==> src/hdl/q2e_pkg.sv <==
// Shared constants and helpers for the quaternion to Euler converter.
// No dependencies.
package q2e_pkg;
  localparam int unsigned TabLen = 24;
  localparam int unsigned DatW = 36;  // CORDIC datapath width
  localparam int unsigned IsqW = 62;  // isqrt radicand width

  typedef logic [31:0] ang_t;

  function automatic ang_t atan_tab(input logic [4:0] i);
    ang_t r;
    case (i)
      5'd0: r = 32'd536870912;
      5'd1: r = 32'd316933406;
      5'd2: r = 32'd167458907;
      5'd3: r = 32'd85004756;
      5'd4: r = 32'd42667331;
      5'd5: r = 32'd21354465;
      5'd6: r = 32'd10679838;
      5'd7: r = 32'd5340245;
      5'd8: r = 32'd2670163;
      5'd9: r = 32'd1335087;
      5'd10: r = 32'd667544;
      5'd11: r = 32'd333772;
      5'd12: r = 32'd166886;
      5'd13: r = 32'd83443;
      5'd14: r = 32'd41722;
      5'd15: r = 32'd20861;
      5'd16: r = 32'd10430;
      5'd17: r = 32'd5215;
      5'd18: r = 32'd2608;
      5'd19: r = 32'd1304;
      5'd20: r = 32'd652;
      5'd21: r = 32'd326;
      5'd22: r = 32'd163;
      5'd23: r = 32'd81;
      default: r = '0;
    endcase
    return r;
  endfunction

  // per-item side data that rides along the pipeline
  // yaw/roll operands reach +-2^32 for non-unit input, hence 34 bits
  typedef struct packed {
    logic        lock;
    logic        s_neg;
    logic [15:0] qy;
    logic [15:0] qw;
    logic [33:0] sy;
    logic [33:0] cy;
    logic [33:0] sz;
    logic [33:0] cz;
  } side_t;
endpackage

==> src/hdl/q2e_isqrt_cell.sv <==
// One step of a pipelined integer square root (two radicand bits per cell).
// Depends on q2e_pkg.
module q2e_isqrt_cell #(
  parameter int unsigned Step = 0
) (
  input  logic                   clk_i,
  input  logic                   en_i,
  input  logic [q2e_pkg::IsqW-1:0] v_i,
  input  logic [q2e_pkg::IsqW-1:0] r_i,
  output logic [q2e_pkg::IsqW-1:0] v_o,
  output logic [q2e_pkg::IsqW-1:0] r_o
);
  localparam logic [q2e_pkg::IsqW-1:0] Bit =
    q2e_pkg::IsqW'(1) << (q2e_pkg::IsqW - 2 - 2 * Step);
  logic [q2e_pkg::IsqW-1:0] v_d, r_d, v_q, r_q, t;

  always_comb begin
    t = r_i + Bit;
    if (v_i >= t) begin
      v_d = v_i - t;
      r_d = (r_i >> 1) + Bit;
    end else begin
      v_d = v_i;
      r_d = r_i >> 1;
    end
  end

  always_ff @(posedge clk_i) begin
    if (en_i) begin
      v_q <= v_d;
      r_q <= r_d;
    end
  end
  assign v_o = v_q;
  assign r_o = r_q;
endmodule

==> config.mk <==
export PLATFORM = sky130hd
export DESIGN_NAME = q2e_isqrt_cell
export DESIGN_NICKNAME = d
export VERILOG_FILES = /design/src/hdl/q2e_pkg.sv /design/src/hdl/q2e_isqrt_cell.sv
export SDC_FILE = /design/constraint.sdc
export NUM_CORES = 1
export LEC_CHECK = 0
export BUFFER_PORTS_ARGS = -buffer_cell sky130_fd_sc_hd__buf_2
export CORE_ASPECT_RATIO = 1.25
export CORE_MARGIN = 2
export CORE_UTILIZATION = 35
export CTS_CLUSTER_DIAMETER = 120
export CTS_CLUSTER_SIZE = 20
export DETAILED_ROUTE_END_ITERATION = 10
export PLACE_DENSITY_LB_ADDON = 0.25
export SKIP_LAST_GASP = 1
export SLEW_MARGIN = 20
export SYNTH_ARGS = -nofsm -noshare
export SYNTH_HDL_FRONTEND = slang
export SYNTH_SLANG_ARGS = --single-unit
==> constraint.sdc <==
create_clock -name clk_i -period 3.53 [get_ports clk_i]
set_clock_uncertainty 0.1 [all_clocks]
set_input_delay 0.1765 -clock clk_i [delete_from_list [all_inputs] [get_ports clk_i]]
set_output_delay 0.1765 -clock clk_i [all_outputs]
set_load 0.005 [all_outputs]
==> key figures <==
Critical path
  – Delay of the slowest critical-path stage: 0.55 ns
  – Critical Path Source: v_i[15]
  – Nature of the critical path endpoint: register
  – WP buf/inv: 3
  – Critical Path RT: 3.62 ns
  – Worst Setup Path Type: input pin to register
  – Critical Path AT: 3.50 ns
  – CP Cell Sequence: dlygate4sd3_1 > buf_2 > ha_1 > a21oi_1 > o211ai_1 > nor4b_2 > o21ai_1 > or3b_4 > and2_4 > a31oi_4 > nand2_8 > clkbuf_16 > mux2_4
  – Crit. path cell count: 13
  – Critical path peak fanout: 8
  – Slowest cell on crit path: dlygate4sd3_1
  – CP Launch Type: input pin
  – Setup crit end: v_o[7]
  – Family with the most delay on the worst path: buffers and inverters

Timing
  – Rel. slew slack: 0.580
  – Final hold slack: 0.00543 ns
  – Endpoints failing setup: 0
  – Fmax: 0.293 GHz
  – RSZ-0062 raised after global routing: yes
  – Actual slew at the worst max-slew pin: 0.631 ns
  – Post-layout min period: 3.41 ns
  – Final Hold Fails: 0
  – Slew Viols, Final: 0
  – Final worst-path cycle share: 0.967

Logic synthesis
  – Mean post-synth cell area: 9.71 µm²
  – Yosys top cell area share: 0.437
  – Asr flop ratio synth: 0
  – Primary FF master, synth: edfxtp_1
  – Synth area leader: edfxtp_1
  – Post-synthesis sequential area ratio: 0.437
  – Mapped cell area: 0.00851 mm²
  – Warnings, synthesis: 0
  – Post-synth EDFFs: 124
  – #FFs+latches synth: 124
  – Synth Instances: 877
  – Top area cells in the synthesized netlist: edfxtp_1 (44%), ha_1 (9.1%), a21oi_1 (7.5%)
  – Netlist cell types: 66
  – Mapped Nets: 1066

Routing
  – Post-route ant nets: 0
  – Drt total wl: 26900 µm
  – DRT iter0 DRCs: 334
  – Vias post-DR: 7976
  – DR WL/cell: 16.8 µm
  – Met2 Routed Length: 13900 µm
  – Wire length on met1: 11100 µm
  – Top routing layer in use: met4
  – DRC viols: 0
  – Met3 WL: 1340 µm
  – Via-per-instance ratio: 4.98
  – TritonRoute pass-1 iters: 5

Global routing
  – First-pass GRT wire length: 39600 µm
  – Initial antenna violation count: 0
  – Overall Global Routing Usage: 0.200
  – Vias in the first global route: 8072
  – Largest net degree at the start of global routing: 67
  – GR Overflow Total: 0

Floorplanning
  – Initial Util: 0.358
  – Ports: 250
  – Full die area: 0.0256 mm²
  – Num rows: 63
  – Die Wd: 144 µm
  – Core Region: 0.0238 mm²
  – Die height: 178 µm

Cells and area
  – Fillers: 2271
  – Area occupied by multi-input gates: 0.00444 mm²
  – Finished Core Util: 0.510
  – P&R area growth vs syn: 42.7%
  – NumNets Final: 1453
  – Share of cells above drive strength 1: 0.294
  – Storage element area: 0.00372 mm²

Outcome
  – Status: finished clean

CTS
  – Clock buffer depth: 2
  – Clock transition at path regs: 0.06 ns
  – CTS root buf: clkbuf_16
  – Clk sinks: 124
  – CTS tree: yes
  – TritonCTS Buffers: 17
  – H-tree Lvls: 4

Placed design
  – GPL Wtd Cong: 0.892
  – Post-DP HPWL: 19500 µm
  – I/O Buffers: 249

Power
  – Maximum VDD drop: 363 µV
  – Lkg Pwr: 5.38 nW
  – Pwr dens: 419 mW/mm²

Flow run
  – Max-cap viol count: 0

Hold path
  – Hold Crit Class: input pin to register
## sequential cells by signal, summed over array words and instances (netlist names)
name,count
r_o,62
v_o,62
## metal layers
layer,GRT usage,vias to the layer above
met3,0.0462,39
met4,0.0731,0
met2,0.363,236
met5,0,-
met1,0.226,3722
li1,-,3979
## layout make-up
type,count,share of cell area
Clock buffer,21,0.0362
Clock inverter,10,0.00628
Tap cell,325,0.0335
Timing Repair Buffer,396,0.228
Multi-Input combinational cell,648,0.365
Sequential cell,124,0.306
Inverter,77,0.0238
Antenna cell,1,0.000206
## cells in the mapped netlist, types with 2 or more instances
master / n
a221oi_1: 4
a21o_1: 24
buf_2: 8
nand3_1: 20
a211o_1: 2
mux2_4: 17
a211oi_2: 2
nor4_1: 2
nor3_1: 10
a31oi_1: 7
ha_1: 62
a31o_1: 3
nand2b_1: 3
o21ai_0: 29
a211oi_1: 5
a31o_2: 2
nor2b_1: 7
o21a_1: 7
a41oi_1: 2
nand2_1: 70
o31ai_1: 2
a21oi_1: 127
xor2_1: 21
and2_1: 4
a21boi_0: 3
o2111ai_1: 2
or2_2: 5
a221o_1: 2
xnor2_1: 36
nor2_1: 86
o311a_1: 2
edfxtp_1: 124
o21bai_1: 11
o211ai_1: 8
clkbuf_1: 13
inv_1: 77
nand4_1: 15
o21ai_1: 11
buf_6: 6
and3_1: 10
## how the worst min path moves through the flow
stage | end | slack (ns) | start | cells past startpoint
after floorplan | r_o[0] | 0.18 | r_i[1] | 0
after global placement | r_o[43] | 0.27 | r_i[44] | 1
after detailed placement | r_o[6] | 0.27 | r_i[7] | 1
after CTS | v_o[45] | 0.002 | v_i[45] | 3
after global routing | v_o[28] | 0.02 | v_i[28] | 3
final | v_o[38] | 0.005 | v_i[38] | 3
## cells in the final DEF, fill, tap and decap left out, types with 23 or more instances in the layout
| master | synthesis | layout |
|---|---|---|
| buf_4 | 1 | 34 |
| ha_1 | 62 | 58 |
| inv_1 | 77 | 77 |
| dlygate4sd3_1 | 0 | 104 |
| o21ai_0 | 29 | 28 |
| a21o_1 | 24 | 24 |
| edfxtp_1 | 124 | 124 |
| nand2_1 | 70 | 70 |
| clkbuf_16 | 0 | 23 |
| xnor2_1 | 36 | 36 |
| nor2_1 | 86 | 82 |
| a21oi_1 | 127 | 123 |
| buf_2 | 8 | 248 |
## logic make-up (layout without fill, tap and decap cells)
family          Yosys count  count (layout)  synth area share
mux                      18              18            0.0312
simple gates            242             242             0.130
fa+ha+maj                63              63            0.0935
flops                   124             124             0.437
buf+inv                 105             504            0.0532
xor+xnor                 57              57            0.0586
compound gates          268             268             0.196
other cells               0               1                 0
## report_power, final
part / switching (W) / internal, W / total (W)
Combinational: 0.000838 / 0.000756 / 0.00159
Sequential: 0.0000403 / 0.00184 / 0.00188
Clock: 0.000660 / 0.000949 / 0.00161
Total: 0.00154 / 0.00355 / 0.00509
## stage by stage
step	setup slack [ns]	TNS, ns	instance area [µm²]	total power, W	std cells
floorplan	0.367	0	8510	0.00277	877
global placement	0.0672	0	10300	0.00329	1459
detailed placement	0.0315	0	10300	0.00330	1459
CTS	0.0530	0	11900	0.00502	1594
global route	-0.0210	-0.0210	12100	0.00535	1601
finish	0.116	0	12200	0.00509	1602
## repair_timing
action                     CTS  global route
setup endpoints to repair    0            28
gates resized for setup      0            26
hold endpoints to repair   104             0
setup buffers                0             1
hold buffers               104             0
Note: power is estimated with default switching activity, not from simulation.
